**src/hdl/swlc_pkg.sv**
```systemverilog
// Shared field widths and event codes for the stopwatch lap controller.
package swlc_pkg;

  // Fixed widths of the item fields
  localparam int KIND_W  = 3;
  localparam int NOW_W   = 48;
  localparam int IDX_W   = 3;
  localparam int TOTAL_W = 3;

  // Event codes carried in the kind field; other codes act as a tick
  localparam logic [KIND_W-1:0] KIND_TICK  = 3'd0;
  localparam logic [KIND_W-1:0] KIND_START = 3'd1;
  localparam logic [KIND_W-1:0] KIND_LAP   = 3'd2;
  localparam logic [KIND_W-1:0] KIND_RESET = 3'd3;
  localparam logic [KIND_W-1:0] KIND_READ  = 3'd4;

endpackage

```
**src/hdl/swlc_in_if.sv**
```systemverilog
// Event channel: valid/ready handshake with the event payload.
interface swlc_in_if;
  logic                          valid;
  logic                          ready;
  logic [swlc_pkg::KIND_W-1:0]   kind;
  logic [swlc_pkg::NOW_W-1:0]    now;
  logic [swlc_pkg::IDX_W-1:0]    lap_index;

  modport source (output valid, output kind, output now, output lap_index, input ready);
  modport sink   (input valid, input kind, input now, input lap_index, output ready);
endinterface

```
**src/hdl/swlc_out_if.sv**
```systemverilog
// Report channel: valid/ready handshake with the status payload.
interface swlc_out_if;
  logic                          valid;
  logic                          ready;
  logic [swlc_pkg::NOW_W-1:0]    elapsed;
  logic                          running;
  logic                          paused;
  logic [swlc_pkg::TOTAL_W-1:0]  lap_total;
  logic [swlc_pkg::NOW_W-1:0]    lap_value;

  modport source (output valid, output elapsed, output running, output paused,
                  output lap_total, output lap_value, input ready);
  modport sink   (input valid, input elapsed, input running, input paused,
                  input lap_total, input lap_value, output ready);
endinterface

```
**src/hdl/stopwatch_lap_controller.sv**
```systemverilog
// Stopwatch lap controller: sequencer around one shared add/subtract unit.
//
//   channel | dir | handshake         | payload
//   --------+-----+-------------------+---------------------------------------------
//   req     | in  | req.valid/ready   | kind, now, lap_index
//   rsp     | out | rsp.valid/ready   | elapsed, running, paused, lap_total, lap_value
//
// One item at a time. Tick, lap, reset and pause go from dispatch to the report
// step; a lap read adds a read step; a resume adds a delta and a rebase step, then
// a read step and an add-and-write-back step per stored lap on the single adder.
// The report sits in an output register, so the next item is taken while it waits;
// a stalled report holds the sequencer only at its last step.
// Synchronous reset returns to idle with no laps; lap memory is not cleared.
module stopwatch_lap_controller #(
  parameter int LAP_SLOTS = 7,
  parameter int TIME_BITS = 48
) (
  input  logic              clk,
  input  logic              rst,
  swlc_in_if.sink           req,
  swlc_out_if.source        rsp
);

  localparam int CW = $clog2(LAP_SLOTS + 1);
  localparam int PW = (LAP_SLOTS > 1) ? $clog2(LAP_SLOTS) : 1;
  localparam int SW = CW + 1;
  localparam int IW = (CW > swlc_pkg::IDX_W) ? CW : swlc_pkg::IDX_W;

  typedef logic [TIME_BITS-1:0] time_t;

  typedef enum logic [2:0] {
    S_IDLE,
    S_DISPATCH,
    S_READ,
    S_DELTA,
    S_REBASE,
    S_LAP_RD,
    S_LAP_WR,
    S_OUT
  } state_t;

  state_t                        state;
  logic [swlc_pkg::KIND_W-1:0]   kind_r;
  logic [swlc_pkg::IDX_W-1:0]    idx_r;
  time_t                         now_r;
  time_t                         start_time;
  time_t                         pause_time;
  time_t                         delta;
  logic [CW-1:0]                 lap_count;
  logic [CW-1:0]                 iter;
  logic [PW-1:0]                 head;
  time_t                         lap_value_r;

  logic                          out_valid;
  logic [swlc_pkg::NOW_W-1:0]    elapsed_r;
  logic                          running_r;
  logic                          paused_r;
  logic [swlc_pkg::TOTAL_W-1:0]  lap_total_r;
  logic [swlc_pkg::NOW_W-1:0]    lap_value_o;

  // Lap memory, kept as a ring starting at head
  time_t                         lap_mem [LAP_SLOTS];
  time_t                         mem_rdata;
  logic                          mem_we;
  logic [PW-1:0]                 mem_waddr;
  time_t                         mem_wdata;
  logic [PW-1:0]                 rd_addr;
  logic [PW-1:0]                 app_addr;
  logic [PW-1:0]                 head_inc;

  time_t                         op_a;
  time_t                         op_b;
  logic                          op_sub;
  time_t                         sum;

  logic                          run;
  logic                          is_paused;
  logic                          out_free;
  logic                          laps_full;
  logic                          read_hit;

  // Fold a ring position below twice the slot count back into range
  function automatic logic [PW-1:0] wrap_addr(input logic [SW-1:0] s);
    logic [SW-1:0] r;
    r = (s >= SW'(LAP_SLOTS)) ? (s - SW'(LAP_SLOTS)) : s;
    return PW'(r);
  endfunction

  assign run       = (start_time != '0) && (pause_time == '0);
  assign is_paused = (pause_time != '0);
  assign out_free  = !out_valid || rsp.ready;
  assign laps_full = !(lap_count < CW'(LAP_SLOTS));
  assign read_hit  = IW'(idx_r) < IW'(lap_count);

  // Ring addresses for reads, appends and dropping the oldest lap
  assign rd_addr  = wrap_addr(SW'(head) + ((state == S_DISPATCH) ? SW'(idx_r) : SW'(iter)));
  assign app_addr = wrap_addr(SW'(head) + SW'(lap_count));
  assign head_inc = wrap_addr(SW'(head) + SW'(1));

  // Shared adder: a + b or a - b
  always_comb begin
    op_a   = '0;
    op_b   = '0;
    op_sub = 1'b0;
    case (state)
      S_DELTA: begin
        op_a   = now_r;
        op_b   = pause_time;
        op_sub = 1'b1;
      end
      S_REBASE: begin
        op_a = start_time;
        op_b = delta;
      end
      S_LAP_WR: begin
        op_a = mem_rdata;
        op_b = delta;
      end
      S_OUT: begin
        op_a   = run ? now_r : pause_time;
        op_b   = start_time;
        op_sub = 1'b1;
      end
      default: begin
        op_a = '0;
      end
    endcase
  end

  assign sum = op_a + (op_sub ? ~op_b : op_b) + TIME_BITS'(op_sub);

  // Memory write port: append in dispatch, rebased lap in the resume loop
  always_comb begin
    mem_we    = 1'b0;
    mem_waddr = rd_addr;
    mem_wdata = sum;
    if (state == S_DISPATCH && kind_r == swlc_pkg::KIND_LAP && run) begin
      mem_we    = 1'b1;
      mem_waddr = laps_full ? head : app_addr;
      mem_wdata = now_r;
    end else if (state == S_LAP_WR) begin
      mem_we = 1'b1;
    end
  end

  // Write and read the lap memory, read data registered
  always_ff @(posedge clk) begin
    if (mem_we) begin
      lap_mem[mem_waddr] <= mem_wdata;
    end
    mem_rdata <= lap_mem[rd_addr];
  end

  // Sequencer, watch state and report register
  always_ff @(posedge clk) begin
    if (rst) begin
      state      <= S_IDLE;
      start_time <= '0;
      pause_time <= '0;
      lap_count  <= '0;
      head       <= '0;
      out_valid  <= 1'b0;
    end else begin
      // Drop a taken report; in the report step a new one replaces it
      if (out_valid && rsp.ready && state != S_OUT) begin
        out_valid <= 1'b0;
      end
      case (state)
        S_IDLE: begin
          if (req.valid) begin
            kind_r <= req.kind;
            idx_r  <= req.lap_index;
            now_r  <= TIME_BITS'(req.now);
            state  <= S_DISPATCH;
          end
        end
        S_DISPATCH: begin
          lap_value_r <= '0;
          case (kind_r)
            swlc_pkg::KIND_START: begin
              if (start_time == '0 || is_paused) begin
                state <= S_DELTA;
              end else begin
                pause_time <= now_r;
                state      <= S_OUT;
              end
            end
            swlc_pkg::KIND_LAP: begin
              if (run) begin
                if (laps_full) begin
                  head <= head_inc;
                end else begin
                  lap_count <= lap_count + CW'(1);
                end
              end else begin
                lap_count <= '0;
              end
              state <= S_OUT;
            end
            swlc_pkg::KIND_RESET: begin
              start_time <= is_paused ? '0 : now_r;
              pause_time <= '0;
              lap_count  <= '0;
              state      <= S_OUT;
            end
            swlc_pkg::KIND_READ: begin
              state <= read_hit ? S_READ : S_OUT;
            end
            default: begin
              state <= S_OUT;
            end
          endcase
        end
        S_READ: begin
          lap_value_r <= mem_rdata;
          state       <= S_OUT;
        end
        S_DELTA: begin
          delta <= sum;
          state <= S_REBASE;
        end
        S_REBASE: begin
          start_time <= sum;
          pause_time <= '0;
          iter       <= '0;
          state      <= (lap_count == '0) ? S_OUT : S_LAP_RD;
        end
        S_LAP_RD: begin
          state <= S_LAP_WR;
        end
        S_LAP_WR: begin
          iter  <= iter + CW'(1);
          state <= ((iter + CW'(1)) == lap_count) ? S_OUT : S_LAP_RD;
        end
        S_OUT: begin
          if (out_free) begin
            elapsed_r   <= (run || is_paused) ? swlc_pkg::NOW_W'(sum) : '0;
            running_r   <= run;
            paused_r    <= is_paused;
            lap_total_r <= swlc_pkg::TOTAL_W'(lap_count);
            lap_value_o <= swlc_pkg::NOW_W'(lap_value_r);
            out_valid   <= 1'b1;
            state       <= S_IDLE;
          end
        end
        default: begin
          state <= S_IDLE;
        end
      endcase
    end
  end

  assign req.ready     = (state == S_IDLE);
  assign rsp.valid     = out_valid;
  assign rsp.elapsed   = elapsed_r;
  assign rsp.running   = running_r;
  assign rsp.paused    = paused_r;
  assign rsp.lap_total = lap_total_r;
  assign rsp.lap_value = lap_value_o;

  // One item in flight: no accept in the cycle after an accept
  a_one_item: assert property (@(posedge clk) disable iff (rst)
    (req.valid && req.ready) |=> !req.ready)
    else $error("item accepted while another is in work");

  // Lap count never exceeds the slot count
  a_count_range: assert property (@(posedge clk) disable iff (rst)
    lap_count <= CW'(LAP_SLOTS))
    else $error("lap count beyond slot count");

  // Ring head stays inside the memory
  a_head_range: assert property (@(posedge clk) disable iff (rst)
    SW'(head) < SW'(LAP_SLOTS))
    else $error("lap ring head out of range");

  // A report never shows running and paused together
  a_run_pause: assert property (@(posedge clk) disable iff (rst)
    rsp.valid |-> !(rsp.running && rsp.paused))
    else $error("report shows running and paused together");

endmodule
```
**src/flat_wrapper.sv**
```systemverilog
// flat-port wrapper written by rule: the top's interface ports become plain ports
module stopwatch_lap_controller_flat 
#(
  parameter int LAP_SLOTS = 7,
  parameter int TIME_BITS = 48
)
  (clk, rst, req_valid, req_kind, req_now, req_lap_index, req_ready, rsp_valid, rsp_elapsed, rsp_running, rsp_paused, rsp_lap_total, rsp_lap_value, rsp_ready);
  swlc_in_if req_i ();
  swlc_out_if rsp_i ();
  input  logic clk;
  input  logic rst;
  input wire logic [$bits(req_i.valid)-1:0] req_valid;
  input wire logic [$bits(req_i.kind)-1:0] req_kind;
  input wire logic [$bits(req_i.now)-1:0] req_now;
  input wire logic [$bits(req_i.lap_index)-1:0] req_lap_index;
  output wire logic [$bits(req_i.ready)-1:0] req_ready;
  output wire logic [$bits(rsp_i.valid)-1:0] rsp_valid;
  output wire logic [$bits(rsp_i.elapsed)-1:0] rsp_elapsed;
  output wire logic [$bits(rsp_i.running)-1:0] rsp_running;
  output wire logic [$bits(rsp_i.paused)-1:0] rsp_paused;
  output wire logic [$bits(rsp_i.lap_total)-1:0] rsp_lap_total;
  output wire logic [$bits(rsp_i.lap_value)-1:0] rsp_lap_value;
  input wire logic [$bits(rsp_i.ready)-1:0] rsp_ready;
  assign req_i.valid = req_valid;
  assign req_i.kind = req_kind;
  assign req_i.now = req_now;
  assign req_i.lap_index = req_lap_index;
  assign req_ready = req_i.ready;
  assign rsp_valid = rsp_i.valid;
  assign rsp_elapsed = rsp_i.elapsed;
  assign rsp_running = rsp_i.running;
  assign rsp_paused = rsp_i.paused;
  assign rsp_lap_total = rsp_i.lap_total;
  assign rsp_lap_value = rsp_i.lap_value;
  assign rsp_i.ready = rsp_ready;
  stopwatch_lap_controller #(.LAP_SLOTS(LAP_SLOTS), .TIME_BITS(TIME_BITS)) u_core (.clk(clk), .rst(rst), .req(req_i), .rsp(rsp_i));
endmodule
```
**config.mk**
```make
export PLATFORM = sky130hd
export DESIGN_NAME = stopwatch_lap_controller_flat
export DESIGN_NICKNAME = d
export VERILOG_FILES = /design/src/hdl/swlc_pkg.sv /design/src/hdl/swlc_in_if.sv /design/src/hdl/swlc_out_if.sv /design/src/hdl/stopwatch_lap_controller.sv /design/src/flat_wrapper.sv
export SDC_FILE = /design/constraint.sdc
export NUM_CORES = 1
export LEC_CHECK = 0
export ABC_AREA = 0
export BUFFER_PORTS_ARGS = -buffer_cell sky130_fd_sc_hd__buf_2
export CORE_UTILIZATION = 40
export DETAILED_ROUTE_END_ITERATION = 16
export SKIP_LAST_GASP = 1
export SYNTH_ARGS = -nofsm -noshare
export SYNTH_HDL_FRONTEND = slang
export SYNTH_SLANG_ARGS = --single-unit
```
**constraint.sdc**
```tcl
create_clock -name clk -period 11.4 [get_ports clk]
set_input_delay 1.71 -clock clk [delete_from_list [all_inputs] [get_ports clk]]
set_output_delay 1.71 -clock clk [all_outputs]
set_load 0.005 [all_outputs]
```
==> impl_metrics.toml, run 1 <==
[outcome]
status = "finished, final reports clean"

[cts]
cts_tree = "yes"
cts_buffers = 78
cts.reportedPaths.clkPinSlew_ns = 0.06
cts_num_sinks = 744
root_buffer = "clkbuf_16"
clk_latency_ns = 0.65
cts.htree.levels = 3
cts_resized = 0
clock_path_buffers = 3
cts_hold_buf = 0
post-cts-setup-buffer-count = 0

[grt]
grt_max_degree = 79
grt_usage_pct = 23.29
grt_pass1_vias = 22360
antenna_found_initial = 6
grt_overflow = 0
grt_pass1_wl_um = 144100

[power]
p_per_area_nw_per_um2 = 205.7
vdd.ir_drop.worst_mv = 0.1040
power.leakage_nw = 13.32

[placement]
postPlaceCellArea_um2 = 34400
port_buffers = 160
hpwl_um = 63020
place_ws_ns = 4.447
gp_congestion = 0.9384

[cells_and_area]
final_cell_mix = "edfxtp_1 (590), nand2_1 (399), o21ai_0 (218), buf_2 (159), dfxtp_1 (153)"
mostFrequentLayoutCell = "edfxtp_1"
final_area_um2 = 37030
nNetsFinal = 2875
fillers = 7250
drive_gt1_share_pct = 15.40
seq_area_um2 = 20800
multi_input_area_um2 = 10880
final_core_util_pct = 46.04
syn_to_final_growth_pct = 14.14

[logic_synthesis]
syn_inst = 2644
yosysUniqueCellTypes = 76
synthFlopType = "edfxtp_1"
syn_nets = 2766
yosysWarnings = 0
syn_area_um2 = 32440
synth_seq_area_share_pct = 64.12
ys_ff_latch = 744
synth_edf_count = 590
avgSynthCellArea_um2 = 12.27
synth-async-reset-ratio_pct = 0

[timing]
fmax_ghz = 0.1424
finalClockSkew_ns = 0.03595
fin_ws_ns = 4.376
hold_viol = 0
finalCriticalPeriod_ns = 7.024
fin_tns_setup_ns = 0
fin_crit_sh_pct = 61.61
setup_viol = 0
slew_violations = 0
rsz0062_at_grt = "no"
tightest_slew_ns = 1.356
max_slew_margin_pct = 9.568

[hold_path]
hold_path.class = "reg -> reg"

[drt]
post_drt_via_cell_ratio = 5.877
drt_wl_total_um = 96880
wl_per_cell_um = 24.96
ant_nets = 0
vias = 22810
drc_errors = 0
drt-initial-drc-count = 2992
first_pass_iters = 12

[floorplanning]
die_w_um = 286.8
core-area_um2 = 80420
rows = 104
ioPinCount = 161
die_h_um = 286.8
die-area_um2 = 82240
start_util_pct = 40.34

[setup_path]
critPathLaunchType = "register"
critPathCaptureType = "register"
timing.critical_path.required_ns = 11.69
worst-path-max-fanout = 46
worstPathArrival_ns = 7.31
criticalPathCategory = "reg -> reg"

[flow_run]
drv_cap = 0
## state kept, by name, summed over array words and instances (netlist names)
register,flops
u_core.pause_time,48
u_core.state,3
u_core.lap_count,3
u_core.delta,48
u_core.mem_rdata,48
u_core.rsp.lap_value,48
u_core.rsp.lap_total,3
u_core.kind_r,3
u_core.rsp.paused,1
u_core.idx_r,3
u_core.now_r,48
u_core.lap_mem,336
u_core.head,3
u_core.rsp.elapsed,48
u_core.rsp.valid,1
u_core.lap_value_r,48
u_core.iter,3
u_core.start_time,48
u_core.rsp.running,1
## final cells by class
| cell class | instances | share of cell area, % |
|---|---|---|
| diodes | 3 | 0.02027 |
| clock buffers | 103 | 5.883 |
| clock inverters | 42 | 1.189 |
| inverters | 80 | 0.8110 |
| multi-input cells | 1650 | 29.38 |
| flip-flops and latches | 744 | 56.18 |
| well taps | 1060 | 3.582 |
| repair buffers | 199 | 2.960 |
## critical path: stages (launching register included)
cell and delay, ns:
dfxtp_1 0.34, nor4_1 0.76, nand4_1 0.19, or3_4 0.42, nand2_2 0.22, inv_2 0.12, nor2_4 0.11, buf_4 0.52
a221oi_1 0.26, fa_1 0.49, nor2b_1 0.21, o2111ai_1 0.19, a21bo_2 0.27, o311ai_1 0.64, o2111ai_1 0.35, a211oi_1 0.31
nor4_1 0.09, xor2_1 0.75, o21ai_1 0.38
## power breakdown
group	switching, mW	internal [mW]	total, mW	leakage, nW
sequential	0.195	3.29	3.48	6.68
clock	1.10	1.48	2.58	1.27
combinational	1.08	0.476	1.55	5.38
## per-layer routing
| layer | GRT usage, % | part of all wire (%) | vias up |
|---|---|---|---|
| li1 | - | - | 10180 |
| met1 | 32.23 | 43 | 11270 |
| met2 | 36.57 | 46 | 1168 |
| met3 | 3.873 | 8.1 | 188 |
| met4 | 9.215 | 3.4 | 4 |
| met5 | 0 | 0.033 | - |
## cells in the mapped netlist, drive strengths merged, types with 9 or more instances
library cell	instances	area share, %
a211oi	11	0.27
a21oi	132	2.1
mux2i	54	1.7
nand2b	14	0.27
buf	33	0.47
nor2	135	1.6
o21a	13	0.30
o2bb2ai	46	1.2
ha	61	2.4
nor3	20	0.34
mux4	48	3.3
edfxtp	590	55
xnor2	32	0.86
o22ai	20	0.39
and2	55	1.1
a31oi	10	0.29
a22oi	23	0.53
nand3	69	1.1
o21bai	9	0.21
a21o	23	0.53
a222oi	72	2.2
o21ai	234	3.6
nand4	25	0.53
xor2	18	0.49
inv	80	0.93
dfxtp	154	9.5
clkbuf	137	1.6
nor4	27	0.52
nand2	401	4.6
## kinds of logic (layout without fill, tap and decap cells)
kind of cell / Yosys count / in the layout / share of synthesized area (%)
simple gates: 788 / 788 / 10.94
flops: 744 / 744 / 64.12
compound gates: 644 / 644 / 13.01
buf+inv: 250 / 424 / 2.978
mux: 104 / 104 / 5.068
fa+ha+maj: 64 / 64 / 2.538
xor+xnor: 50 / 50 / 1.350
other cells: 0 / 3 / 0
## worst paths after layout
path                                                     startpoint                                end  slack, ns  depth (start not counted)
worst min-delay path            u_core.lap_value_r[0]$_SDFFCE_PN0P_  u_core.rsp.lap_value[0]$_DFFE_PP_       0.41                          0
worst min register to register  u_core.lap_value_r[0]$_SDFFCE_PN0P_  u_core.rsp.lap_value[0]$_DFFE_PP_       0.41                          0
worst max register to register    u_core.start_time[9]$_SDFFE_PP0P_    u_core.lap_mem[6][46]$_DFFE_PP_       4.38                         18
worst max-delay path              u_core.start_time[9]$_SDFFE_PP0P_    u_core.lap_mem[6][46]$_DFFE_PP_       4.38                         18
## metrics by stage
step	std cells	hold WS (ns)	total power, mW
after global routing	3878	0.4203	7.898
after CTS	3878	0.4181	7.643
after floorplan	2644	0.4003	4.450
after global placement	3733	0.4018	5.031
after detailed placement	3733	0.4045	5.065
final	3881	0.4140	7.617
No activity file was read; power rests on OpenSTA's default activity.
==> run 2: changes to the inputs <==
clock period = 7.3 ns   (was 11.4 ns; I/O delays follow)
==> run 2 against run 1 <==
Net effect:
- clock power increased by 56%
- fmax increased by 6.4%
- first-iteration DRC count is 8.0% lower
- core utilization up 0.21 points
- global-route usage is 0.24 points lower
- via count fell by 0.31%
- cell area grew 0.47%
- highest routed layer is now met4
==> impl_metrics.toml, run 2 (synthesis results as in run 1) <==
[setup_path]
crit_slowest_cell = "nor4_1"
critPathMaxStageDelay_ns = 0.81
critPathCaptureType = "register"
path_cells = "nor4_1, nand4_1, or3_4, nand2_2, inv_2, nor2_4, buf_4, a222oi_1, nand2_1, ha_1, a211oi_1, o21ai_1, o2111ai_1, nand3_1, o2111ai_1, a21oi_1, xnor2_1, o21ai_0"
critPathLaunchType = "register"
r2r_cells = 18
r2r_start = "u_core.start_time[47]$_SDFFE_PP0P_"
r2r_slack_ns = 0.70
worstPathArrival_ns = 6.85
timing.critical_path.required_ns = 7.55
criticalPathCategory = "reg -> reg"
reg2reg_to = "u_core.lap_mem[5][38]$_DFFE_PP_"
crit_top_cell = "o2111ai_1"
worst-path-max-fanout = 14

[grt]
grt_max_degree = 145
grt_usage_pct = 23.05
grt_pass1_vias = 21980
grt_pass1_wl_um = 142800
antenna_found_initial = 3
grt_overflow = 0

[cts]
cts_num_sinks = 744
cts.reportedPaths.clkPinSlew_ns = 0.06
cts_buffers = 79
cts_resized = 0
cts_hold_buf = 0
clock_path_buffers = 3
cts_tree = "yes"
clk_latency_ns = 0.65
post-cts-setup-buffer-count = 0
cts.htree.levels = 3
root_buffer = "clkbuf_16"

[cells_and_area]
final_core_util_pct = 46.26
drive_gt1_share_pct = 15.63
seq_area_um2 = 20800
finalNonFillerCells = 3894
final_cell_mix = "edfxtp_1 (590), nand2_1 (399), o21ai_0 (218), buf_2 (159), dfxtp_1 (153)"
num_antenna_cells = 0
final_area_um2 = 37200
multi_input_area_um2 = 10880
largest_reg_flops = 336
syn_to_final_growth_pct = 14.68
fillers = 7255
nNetsFinal = 2892
regMostFlops = "u_core.lap_mem"
mostFrequentLayoutCell = "edfxtp_1"

[hold_path]
hold_path_end = "u_core.rsp.lap_value[38]$_DFFE_PP_"
min_from = "u_core.lap_value_r[38]$_SDFFCE_PN0P_"
worstHoldPathCells = 0
hold_path.class = "reg -> reg"

[power]
seq_power_share_pct = 45.6
p_int_mw = 8.221
pwr-share-clk_pct = 33.7
switchingPower_mw = 3.680
p_per_area_nw_per_um2 = 319.9
power_switching_share_pct = 30.92
power.leakage_nw = 13.41
p_total_mw = 11.90
pwr-share-comb_pct = 20.7
vdd.ir_drop.worst_mv = 0.1555

[timing]
hold_viol = 0
fin_ws_ns = 0.6983
setup_viol = 0
tightest_slew_ns = 1.339
fin_tns_setup_ns = 0
finalCriticalPeriod_ns = 6.602
fin_crit_sh_pct = 90.43
holdWs_ns = 0.4096
finalClockSkew_ns = 0.02844
max_slew_margin_pct = 10.73
slew_violations = 0
fmax_ghz = 0.1515
rsz0062_at_grt = "no"

[placement]
hpwl_um = 63530
place_ws_ns = 0.7707
dp.cells = 3749
gp_congestion = 0.9474
postPlaceCellArea_um2 = 34620
port_buffers = 160

[drt]
wl_per_cell_um = 24.61
first_pass_iters = 10
drc_errors = 0
ant_nets = 0
post_drt_via_cell_ratio = 5.839
drt_wl_total_um = 95820
drt-initial-drc-count = 2753
vias = 22740

[outcome]
status = "finished, final reports clean"

[flow_run]
drv_cap = 0

[floorplanning]
start_util_pct = 40.34
die_w_um = 286.8
ioPinCount = 161
core-area_um2 = 80420
rows = 104
die-area_um2 = 82240
die_h_um = 286.8
==> run 2: cell count changes in the layout (fill, tap and decap cells not counted), moves of 2 or more <==
cell,delta
clkinv_2,-2
clkinv_1,+8
clkbuf_8,-4
buf_4,+9
diode_2,-3
bufinv_16,+2
buf_12,+7
==> run 2: worst max-delay path by stage <==
stage,start,to,slack [ns]
6_report,u_core.start_time[47]$_SDFFE_PP0P_,u_core.lap_mem[5][38]$_DFFE_PP_,0.70
4_1_cts,u_core.start_time[46]$_SDFFE_PP0P_,u_core.lap_mem[2][38]$_DFFE_PP_,0.72
2_1_floorplan,rst,u_core.idx_r[0]$_DFFE_PP_,1.29
3_3_place_gp,u_core.start_time[46]$_SDFFE_PP0P_,u_core.lap_mem[0][38]$_DFFE_PP_,0.87
3_5_place_dp,u_core.start_time[46]$_SDFFE_PP0P_,u_core.lap_mem[5][38]$_DFFE_PP_,0.77
5_1_grt,u_core.start_time[46]$_SDFFE_PP0P_,u_core.lap_mem[0][38]$_DFFE_PP_,0.24
==> run 2: cell type report <==
class                           count  area share, %
Clock buffer                       97          5.630
Clock inverter                     48          1.318
Inverter                           80         0.8072
Multi-Input combinational cell   1650          29.26
Sequential cell                   744          55.92
Tap cell                         1060          3.565
Timing Repair Buffer              215          3.505
==> run 2: per-layer routing <==
layer | global-route usage (%) | vias to the layer above | share of wire [%]
met2 | 37.13 | 1070 | 47
li1 | - | 10220 | -
met1 | 32.29 | 11320 | 43
met4 | 7.301 | 0 | 2.5
met3 | 3.103 | 129 | 7.7
met5 | 0 | - | 0
==> run 2: power groups by stage <==
stage               Sequential, mW  Clock [mW]  Combinational, mW
floorplan                     5.33           0               1.62
global route                  5.44        4.23               2.67
global placement              5.50           0               2.38
detailed placement            5.50           0               2.43
finish                        5.42        4.02               2.46
CTS                           5.42        4.07               2.45
==> run 2: critical path, delay by kind of cell, from the launching register on <==
kind / cells / cell delay (ns)
compound gates: 7 / 1.75
xor+xnor: 1 / 0.77
fa+ha+maj: 1 / 0.30
buf+inv: 2 / 0.44
flops: 1 / 0.35
simple gates: 7 / 2.59
